$ cat src/gift128_block_cipher_macros.svh
// assertion macros shared by the cipher rtl
`ifndef GIFT128_BLOCK_CIPHER_MACROS_SVH
`define GIFT128_BLOCK_CIPHER_MACROS_SVH

// same-cycle implication, checked outside reset
`define GIFT_ASSERT_NOW(label, clk, rst_n, ante, cons, msg) \
  label: assert property (@(posedge clk) disable iff (!rst_n) (ante) |-> (cons)) \
    else $error(msg);

// next-cycle implication, checked outside reset
`define GIFT_ASSERT_NEXT(label, clk, rst_n, ante, cons, msg) \
  label: assert property (@(posedge clk) disable iff (!rst_n) (ante) |=> (cons)) \
    else $error(msg);

`endif

$ cat src/gift_pkg.sv
// shared types, constants and bit-level functions for the gift-128 core
`timescale 1ns / 1ps
`default_nettype none
package gift_pkg;

  localparam int BLK_W = 128;
  localparam int HALF_W = 64;
  localparam int RC_W = 6;
  localparam int NIB_N = 32;

  // constant lfsr value used by the first round
  localparam logic [RC_W-1:0] RC_INIT = 6'h01;
  localparam logic [RC_W-1:0] RC_MASK = 6'h3F;

  typedef struct packed {
    logic load;
    logic fwd;
    logic inv;
  } ks_ctrl_t;

  function automatic logic [3:0] sbox_fwd(input logic [3:0] n);
    logic [3:0] r;
    case (n)
      4'h0: r = 4'h1;
      4'h1: r = 4'ha;
      4'h2: r = 4'h4;
      4'h3: r = 4'hc;
      4'h4: r = 4'h6;
      4'h5: r = 4'hf;
      4'h6: r = 4'h3;
      4'h7: r = 4'h9;
      4'h8: r = 4'h2;
      4'h9: r = 4'hd;
      4'ha: r = 4'hb;
      4'hb: r = 4'h7;
      4'hc: r = 4'h5;
      4'hd: r = 4'h0;
      4'he: r = 4'h8;
      4'hf: r = 4'he;
      default: r = 4'h0;
    endcase
    return r;
  endfunction

  function automatic logic [3:0] sbox_inv(input logic [3:0] n);
    logic [3:0] r;
    case (n)
      4'h0: r = 4'hd;
      4'h1: r = 4'h0;
      4'h2: r = 4'h8;
      4'h3: r = 4'h6;
      4'h4: r = 4'h2;
      4'h5: r = 4'hc;
      4'h6: r = 4'h4;
      4'h7: r = 4'hb;
      4'h8: r = 4'he;
      4'h9: r = 4'h7;
      4'ha: r = 4'h1;
      4'hb: r = 4'ha;
      4'hc: r = 4'h3;
      4'hd: r = 4'h9;
      4'he: r = 4'hf;
      4'hf: r = 4'h5;
      default: r = 4'h0;
    endcase
    return r;
  endfunction

  // destination of state bit i under the bit permutation
  function automatic logic [6:0] perm_pos(input logic [6:0] i);
    logic [2:0] q;
    logic [1:0] g;
    logic [1:0] b;
    logic [1:0] m;
    q = i[6:4];
    g = i[3:2];
    b = i[1:0];
    m = 2'(({g, 1'b0} + g) + b);
    return {m, q, b};
  endfunction

  function automatic logic [BLK_W-1:0] perm_fwd(input logic [BLK_W-1:0] s);
    logic [BLK_W-1:0] t;
    t = '0;
    for (int i = 0; i < BLK_W; i++) begin
      t[perm_pos(7'(i))] = s[i];
    end
    return t;
  endfunction

  function automatic logic [BLK_W-1:0] perm_inv(input logic [BLK_W-1:0] s);
    logic [BLK_W-1:0] t;
    t = '0;
    for (int i = 0; i < BLK_W; i++) begin
      t[i] = s[perm_pos(7'(i))];
    end
    return t;
  endfunction

endpackage
`default_nettype wire

$ cat src/gift128_block_cipher.sv
// gift-128 block cipher core: one round per cycle on a shared round datapath
// encrypt: busy for ROUNDS rounds, result strobed on out_valid in the cycle after the last
// decrypt: first runs the key schedule forward to the last round key, then ROUNDS rounds
// one block at a time; start is taken again in the cycle the result shows
// the key schedule steps once per cycle while busy, the round datapath once per cycle while running rounds
// synchronous active-low reset clears fsm, counter, out_valid and key config registers to zero
`timescale 1ns / 1ps
`default_nettype none
`include "gift128_block_cipher_macros.svh"
module gift128_block_cipher import gift_pkg::*; #(
  parameter int ROUNDS = 40
) (
  input  wire logic              clk,
  input  wire logic              rst_n,
  input  wire logic              start,
  output logic                   busy,
  input  wire logic              in_action,
  input  wire logic [HALF_W-1:0] in_block_low,
  input  wire logic [HALF_W-1:0] in_block_high,
  output logic                   out_valid,
  output logic      [HALF_W-1:0] out_result_low,
  output logic      [HALF_W-1:0] out_result_high,
  input  wire logic              cfg_we,
  input  wire logic              cfg_index,
  input  wire logic [HALF_W-1:0] cfg_data
);

  localparam int CNT_W = $clog2(ROUNDS + 1);
  localparam logic [CNT_W-1:0] RUN_LAST  = CNT_W'(ROUNDS - 1);
  localparam logic [CNT_W-1:0] PREP_LAST = CNT_W'((ROUNDS > 1) ? (ROUNDS - 2) : 0);

  localparam logic [1:0] ST_IDLE = 2'd0;
  localparam logic [1:0] ST_PREP = 2'd1;
  localparam logic [1:0] ST_RUN  = 2'd2;

  localparam logic CFG_KEY_LOW  = 1'b0;
  localparam logic CFG_KEY_HIGH = 1'b1;

  logic [1:0]        fsm_r;
  logic [1:0]        fsm_nxt;
  logic [CNT_W-1:0]  cnt_r;
  logic [CNT_W-1:0]  cnt_nxt;
  logic              dir_r;
  logic              dir_nxt;
  logic [BLK_W-1:0]  blk_r;
  logic [BLK_W-1:0]  blk_nxt;
  logic [HALF_W-1:0] key_low_r;
  logic [HALF_W-1:0] key_high_r;
  logic              out_valid_r;
  logic              out_valid_nxt;
  logic [BLK_W-1:0]  res_r;
  logic [BLK_W-1:0]  res_nxt;
  logic              accept;
  ks_ctrl_t          ks_ctrl;
  logic [31:0]       rk_u;
  logic [31:0]       rk_v;
  logic [RC_W-1:0]   rc;
  logic [BLK_W-1:0]  round_out;

  assign busy   = (fsm_r != ST_IDLE);
  assign accept = start && !busy;

  gift_keysched u_keysched (
    .clk    (clk),
    .rst_n  (rst_n),
    .ctrl   (ks_ctrl),
    .key_in ({key_high_r, key_low_r}),
    .rk_u   (rk_u),
    .rk_v   (rk_v),
    .rc     (rc)
  );

  gift_round u_round (
    .decrypt   (dir_r),
    .state_in  (blk_r),
    .rk_u      (rk_u),
    .rk_v      (rk_v),
    .rc        (rc),
    .state_out (round_out)
  );

  always_comb begin
    fsm_nxt       = fsm_r;
    cnt_nxt       = cnt_r;
    dir_nxt       = dir_r;
    blk_nxt       = blk_r;
    res_nxt       = res_r;
    out_valid_nxt = 1'b0;
    ks_ctrl       = '0;
    case (fsm_r)
      ST_IDLE: begin
        if (start) begin
          ks_ctrl.load = 1'b1;
          dir_nxt      = in_action;
          blk_nxt      = {in_block_high, in_block_low};
          cnt_nxt      = '0;
          // decryption first walks the key schedule to the last round key
          fsm_nxt      = (in_action && (ROUNDS > 1)) ? ST_PREP : ST_RUN;
        end
      end
      ST_PREP: begin
        ks_ctrl.fwd = 1'b1;
        if (cnt_r == PREP_LAST) begin
          cnt_nxt = '0;
          fsm_nxt = ST_RUN;
        end else begin
          cnt_nxt = cnt_r + 1'b1;
        end
      end
      ST_RUN: begin
        ks_ctrl.fwd = !dir_r;
        ks_ctrl.inv = dir_r;
        blk_nxt     = round_out;
        if (cnt_r == RUN_LAST) begin
          res_nxt       = round_out;
          out_valid_nxt = 1'b1;
          cnt_nxt       = '0;
          fsm_nxt       = ST_IDLE;
        end else begin
          cnt_nxt = cnt_r + 1'b1;
        end
      end
      default: begin
        fsm_nxt = ST_IDLE;
        cnt_nxt = '0;
      end
    endcase
  end

  always_ff @(posedge clk) begin
    blk_r <= blk_nxt;
    res_r <= res_nxt;
    dir_r <= dir_nxt;
    if (!rst_n) begin
      fsm_r       <= ST_IDLE;
      cnt_r       <= '0;
      out_valid_r <= 1'b0;
    end else begin
      fsm_r       <= fsm_nxt;
      cnt_r       <= cnt_nxt;
      out_valid_r <= out_valid_nxt;
    end
  end

  always_ff @(posedge clk) begin
    if (!rst_n) begin
      key_low_r  <= '0;
      key_high_r <= '0;
    end else if (cfg_we) begin
      case (cfg_index)
        CFG_KEY_LOW:  key_low_r  <= cfg_data;
        CFG_KEY_HIGH: key_high_r <= cfg_data;
        default: ;
      endcase
    end
  end

  assign out_valid       = out_valid_r;
  assign out_result_low  = res_r[HALF_W-1:0];
  assign out_result_high = res_r[BLK_W-1:HALF_W];

  `GIFT_ASSERT_NEXT(a_accept_busy, clk, rst_n, accept, busy, "accepted block did not raise busy")
  `GIFT_ASSERT_NEXT(a_last_strobe, clk, rst_n, (fsm_r == ST_RUN) && (cnt_r == RUN_LAST), out_valid, "last round did not strobe a result")
  `GIFT_ASSERT_NOW(a_strobe_idle, clk, rst_n, out_valid, !busy, "result strobed while still busy")
  `GIFT_ASSERT_NOW(a_cnt_range, clk, rst_n, busy, cnt_r <= RUN_LAST, "round counter out of range")

endmodule
`default_nettype wire

$ cat src/gift_round.sv
// one shared gift-128 round datapath, forward or inverse
`timescale 1ns / 1ps
`default_nettype none
module gift_round import gift_pkg::*; (
  input  wire logic             decrypt,
  input  wire logic [BLK_W-1:0] state_in,
  input  wire logic [31:0]      rk_u,
  input  wire logic [31:0]      rk_v,
  input  wire logic [RC_W-1:0]  rc,
  output logic      [BLK_W-1:0] state_out
);

  logic [BLK_W-1:0] rk_mask;
  logic [BLK_W-1:0] sub_fwd;
  logic [BLK_W-1:0] enc_out;
  logic [BLK_W-1:0] dec_perm;
  logic [BLK_W-1:0] dec_out;

  // round key on bits 4i+2 / 4i+1, constant on bits 4i+3, top bit flipped
  always_comb begin
    rk_mask = '0;
    for (int i = 0; i < 32; i++) begin
      rk_mask[4*i+2] = rk_u[i];
      rk_mask[4*i+1] = rk_v[i];
    end
    for (int i = 0; i < RC_W; i++) begin
      rk_mask[4*i+3] = rc[i];
    end
    rk_mask[BLK_W-1] = 1'b1;
  end

  always_comb begin
    for (int j = 0; j < NIB_N; j++) begin
      sub_fwd[4*j +: 4] = sbox_fwd(state_in[4*j +: 4]);
    end
  end

  assign enc_out  = perm_fwd(sub_fwd) ^ rk_mask;
  assign dec_perm = perm_inv(state_in ^ rk_mask);

  always_comb begin
    for (int j = 0; j < NIB_N; j++) begin
      dec_out[4*j +: 4] = sbox_inv(dec_perm[4*j +: 4]);
    end
  end

  assign state_out = decrypt ? dec_out : enc_out;

endmodule
`default_nettype wire

$ cat src/gift_keysched.sv
// key schedule and round constant registers, stepping forward or backward
`timescale 1ns / 1ps
`default_nettype none
module gift_keysched import gift_pkg::*; (
  input  wire logic             clk,
  input  wire logic             rst_n,
  input  wire ks_ctrl_t         ctrl,
  input  wire logic [BLK_W-1:0] key_in,
  output logic      [31:0]      rk_u,
  output logic      [31:0]      rk_v,
  output logic      [RC_W-1:0]  rc
);

  logic [BLK_W-1:0] key_r;
  logic [BLK_W-1:0] key_nxt;
  logic [RC_W-1:0]  rc_r;
  logic [RC_W-1:0]  rc_nxt;
  logic [15:0]      k0;
  logic [15:0]      k1;
  logic [15:0]      k6;
  logic [15:0]      k7;
  logic [BLK_W-1:0] key_fwd;
  logic [BLK_W-1:0] key_inv;
  logic [RC_W-1:0]  rc_fwd;
  logic [RC_W-1:0]  rc_inv;

  assign k0 = key_r[15:0];
  assign k1 = key_r[31:16];
  assign k6 = key_r[111:96];
  assign k7 = key_r[127:112];

  // forward: k1 >>> 2, k0 >>> 12 on top, words shift down by two
  assign key_fwd = {k1[1:0], k1[15:2], k0[11:0], k0[15:12], key_r[127:32]};
  // backward: undo the rotations and shift words back up
  assign key_inv = {key_r[95:0], k7[13:0], k7[15:14], k6[3:0], k6[15:4]};

  assign rc_fwd = ({rc_r[RC_W-2:0], 1'b0} & RC_MASK)
                | {5'b0, rc_r[5] ^ rc_r[4] ^ 1'b1};
  assign rc_inv = {rc_r[0] ^ rc_r[5] ^ 1'b1, rc_r[5:1]};

  always_comb begin
    key_nxt = key_r;
    rc_nxt  = rc_r;
    if (ctrl.load) begin
      key_nxt = key_in;
      rc_nxt  = RC_INIT;
    end else if (ctrl.fwd) begin
      key_nxt = key_fwd;
      rc_nxt  = rc_fwd;
    end else if (ctrl.inv) begin
      key_nxt = key_inv;
      rc_nxt  = rc_inv;
    end
  end

  always_ff @(posedge clk) begin
    key_r <= key_nxt;
    if (!rst_n) begin
      rc_r <= RC_INIT;
    end else begin
      rc_r <= rc_nxt;
    end
  end

  assign rk_u = key_r[95:64];
  assign rk_v = key_r[31:0];
  assign rc   = rc_r;

endmodule
`default_nettype wire

$ cat config.mk
export PLATFORM = sky130hd
export DESIGN_NAME = gift128_block_cipher
export DESIGN_NICKNAME = d
export VERILOG_FILES = /design/src/gift_pkg.sv /design/src/gift128_block_cipher.sv /design/src/gift_round.sv /design/src/gift_keysched.sv
export VERILOG_INCLUDE_DIRS = /design/src /design/src/src
export SDC_FILE = /design/constraint.sdc
export NUM_CORES = 2
export LEC_CHECK = 0
export ABC_AREA = 1
export BUFFER_PORTS_ARGS = -buffer_cell sky130_fd_sc_hd__buf_2
export CORE_ASPECT_RATIO = 0.6
export CORE_MARGIN = 2
export CORE_UTILIZATION = 50
export DETAILED_ROUTE_END_ITERATION = 7
export MAX_ROUTING_LAYER = met4
export PLACE_DENSITY = 0.69
export SETUP_SLACK_MARGIN = 0.1
export SLEW_MARGIN = 20
export SYNTH_ARGS = -nofsm -noshare
export SYNTH_HDL_FRONTEND = slang
export SYNTH_HIERARCHICAL = 1
export SYNTH_SLANG_ARGS = --single-unit
$ cat constraint.sdc
create_clock -name clk -period 18.9 [get_ports clk]
set_input_delay 0.945 -clock clk [delete_from_list [all_inputs] [get_ports clk]]
set_output_delay 0.945 -clock clk [all_outputs]
set_load 0.01 [all_outputs]
==> summary.md <==
| Metric | Value |
|---|---|
| # hold bufs at CTS | `0` |
| Critical path class | `flop to flop` |
| FMAX | `slightly above 200 MHz` |
| Clock-pin transition on the worst setup and hold timing paths | `~0.070 ns` |
| Async set-reset flop share out of synthesis | `0%` |
| Port bufs | `327` |
| Routability Congestion | `1.024` |
| GR Util All Layers | `about a third` |
| Drt drc | `0` |
| CTS tree | `built` |
| Worst Skew | `about 0.033 ns` |
| Core area | `approximately 68000 sq um` |
| RSZ-0062 raised after global routing | `no` |
| Multi-input gate area | `approximately 17000 sq um` |
| Final min period | `slightly below 5 ns` |
| WL final | `approximately 120000 microns` |
| Slew @ Worst Pin | `approximately 1.1 ns` |
| Final Max Tran Viols | `0` |
| Startpoint Class | `flop` |
| Hold Path Depth | `2` |
| Yosys warns | `6` |
| Syn Inst Count | `about 4700` |
| Seq. cell area | `about 14000 sq um` |
| Final Setup Violations | `0` |
| Placed insts | `roughly 5700` |
| Largest net degree at the start of global routing | `about 110` |
| Synth top area share | `approximately a third` |
| Share of layout cells above drive strength 1 | `between 10% and 20%` |
| Synthesized net count | `slightly above 5000` |
| Fillers | `between 6000 and 7000` |
| Post-Route Utilization | `a little under three fifths` |
| Synth Cell Area | `34600 sq um` |
| Die extent in x | `around 340 microns` |
| R2R depth | `8` |
| Vias per cell | `around 5.6` |
| R2r startpoint | `fsm_r[0]` |
| Total CTS buffers | `51` |
| DRT Pass-1 Iters | `7` |
| Seq cells post-synth | `roughly 530` |
| CP max-delay cell | `buf_4` |
| Area Growth Syn to Fin | `9.402%` |
| Starting Density | `50.71%` |
| Top_reg_cell synth | `edfxtp_1` |
| HP Start | `key_high_r[28]` |
| Leakage | `roughly 0.018 uW` |
| HPWL after detailed placement | `around 90000 microns` |
| EDFF count, synth | `slightly below 400` |
| Clock Sinks | `528` |
| Top post-synthesis cells by area | `edfxtp_1, nand2_1, dfxtp_1` |
| Initial antenna violation count | `3` |
| Crit-path max FO | `82` |
| Nets | `5221` |
| Wire per inst | `roughly 21 microns` |
| Setup repair bufs after CTS | `0` |
| Full die area | `between 70000 and 80000 sq um` |
| Area leader, netlist | `edfxtp_1` |
| Worst-case clock buffer depth | `3` |
| Worst hold path class | `flop to flop` |
| Type of destination of the critical path | `flop` |
| Slowest stage delay, CP | `slightly above 0.9 ns` |
| Seq/Total Area, Yosys | `about two fifths` |
| Non-filler cells, final | `5815` |
| R2R Path End | `u_keysched/key_r[19]` |
| Clock Latency Late Sink | `0.65 ns` |
| Yosys cell types | `just over 40` |
| Tcrit/Tclk final | `between 20% and 30%` |
| Final ANT Viol Nets | `0` |
| Rows | `74` |
| Delay-heaviest family, CP | `buffers and inverters` |
| Critical Path RT | `approximately 19 ns` |
| Gr ovfl total | `0` |
| Hold Violations, Final | `0` |
| Worst path buffer plus inverter count | `5` |
| Detailed Route Iter0 Violations | `a little over 5000` |
| Vias | `between 30000 and 40000` |
| # resized after CTS | `0` |
| Vias in the first global route | `roughly 28000` |
| Maxcap violations | `0` |
| # IOs | `328` |
| Final setup TNS | `0 ns` |
| H-Tree Depth | `2` |
| Cell Chain, Critical Path | `inv_1 > ha_1 > nand2_1 > clkinv_2 > buf_4 > clkinv_2 > nand2_4 > buf_4` |
| Mean Syn Cell Area | `7.352 sq um` |
| Status | `finished, final reports clean` |
| Reg2Reg Setup Slack | `between 10 and 15 ns` |
| Hold Path Sink | `key_high_r[28]` |
| Total power draw | `between 6000 and 7000 uW` |
| Worst EP arrival | `between 5 and 6 ns` |
| Die Ht | `between 200 and 250 microns` |
| Clock Tree Root | `clkbuf_16` |
| Relative slew slack | `24.16%` |
| Worst VDD drop | `around 83 uV` |
| Power Density | `around 170 nW/um^2` |
| First-pass GRT wire length | `between 150000 and 200000 microns` |
per-stage QoR:
stage | worst slack [ns] | area [sq um] | hold WS, ns
2_1_floorplan | 8.268 | 34600 | 0.4557
3_3_place_gp | 13.86 | 36110 | 0.4665
3_5_place_dp | 13.88 | 36110 | 0.4737
4_1_cts | 14.17 | 37850 | 0.4903
5_1_grt | 13.78 | 37850 | 0.5105
6_report | 14.07 | 37850 | 0.4887
cell type report:
type / count / area share [%]
antenna: 3 / 0.01983
clock buffer: 73 / 3.861
clock inverter: 22 / 0.7272
inverter: 356 / 3.563
multi-input combinational: 3571 / 45.92
sequential: 528 / 38.10
tap: 912 / 3.014
timing repair buffer: 350 / 4.786
cells in the mapped netlist (7+ instances only):
cell type / number
a21oi_1: 327
a31oi_1: 29
buf_2: 122
buf_4: 88
buf_6: 11
clkbuf_1: 27
dfxtp_1: 143
edfxtp_1: 385
ha_1: 165
inv_1: 303
inv_2: 49
nand2_1: 1665
nand2_2: 43
nand2_4: 21
nand3_1: 340
nand3b_1: 27
nand4_1: 9
nor2_1: 461
nor2_2: 7
nor2_4: 14
o211ai_1: 15
o21ai_0: 300
o21ai_1: 24
o221ai_1: 8
or2_1: 18
xnor2_1: 63
flip-flops by register name, summed over array words and instances (netlist names):
signal	flops
res_r	128
blk_r	128
dir_r	1
key_low_r	64
out_valid	1
u_keysched/key_r	128
u_keysched/rc	6
key_high_r	64
fsm_r	2
cnt_r	6
layout by cell type (no fill, tap or decap), types with 29 or more instances in the layout:
cell | Yosys | layout
nand2_1 | 1665 | 1663
nor2_1 | 461 | 459
edfxtp_1 | 385 | 385
nand3_1 | 340 | 340
a21oi_1 | 327 | 327
buf_2 | 122 | 326
inv_1 | 303 | 301
o21ai_0 | 300 | 299
ha_1 | 165 | 164
dfxtp_1 | 143 | 143
xnor2_1 | 63 | 63
clkbuf_16 | 0 | 53
inv_2 | 49 | 47
nand2_2 | 43 | 44
a31oi_1 | 29 | 29
worst reg2reg max path, cell delays in order, from the launching register on:
cell      delay, ns
dfxtp_1        0.33
inv_1          0.12
ha_1           0.30
nand2_1        0.20
clkinv_2       0.07
buf_4          0.70
clkinv_2       0.84
nand2_4        0.85
buf_4          0.95
power by group:
part | switching (uW) | internal [uW] | total (uW)
clock network | 492 | 601 | 1090
registers | 484 | 1690 | 2170
logic | 2170 | 948 | 3120
cell families (layout without fill, tap and decap cells):
group	Yosys count	count (layout)	share of synthesized area (%)
and+or+nand+nor	2618	2618	31.40
AOI/OAI and AO/OA	717	717	10.80
buffers and inverters	607	801	8.227
DFF	528	528	41.69
adders and majority gates	165	165	5.967
xor gates and xnor gates	71	71	1.927
other	0	3	0
worst max path at each step:
stage / depth (start not counted) / slack (ns) / end / from
floorplan: 6 / 8.27 / blk_r[0] / fsm_r[0]
global placement: 7 / 13.86 / u_keysched/key_r[54] / start
detailed placement: 7 / 13.88 / u_keysched/key_r[22] / start
CTS: 8 / 14.17 / u_keysched/key_r[27] / fsm_r[0]
global route: 8 / 13.78 / u_keysched/key_r[24] / fsm_r[0]
finish: 8 / 14.07 / u_keysched/key_r[19] / fsm_r[0]
routing by layer:
layer / share of wire [%] / wire length, microns / vias up / GRT usage (%)
li1: - / - / 15592 / -
met1: 46 / 55230 / 15116 / 52.91
met2: 38 / 46530 / 1973 / 43.21
met3: 14 / 17350 / 124 / 9.377
met4: 1.8 / 2195 / 0 / 6.385
met5: 0 / 0 / - / -
Power figures use the tool's default switching activity.
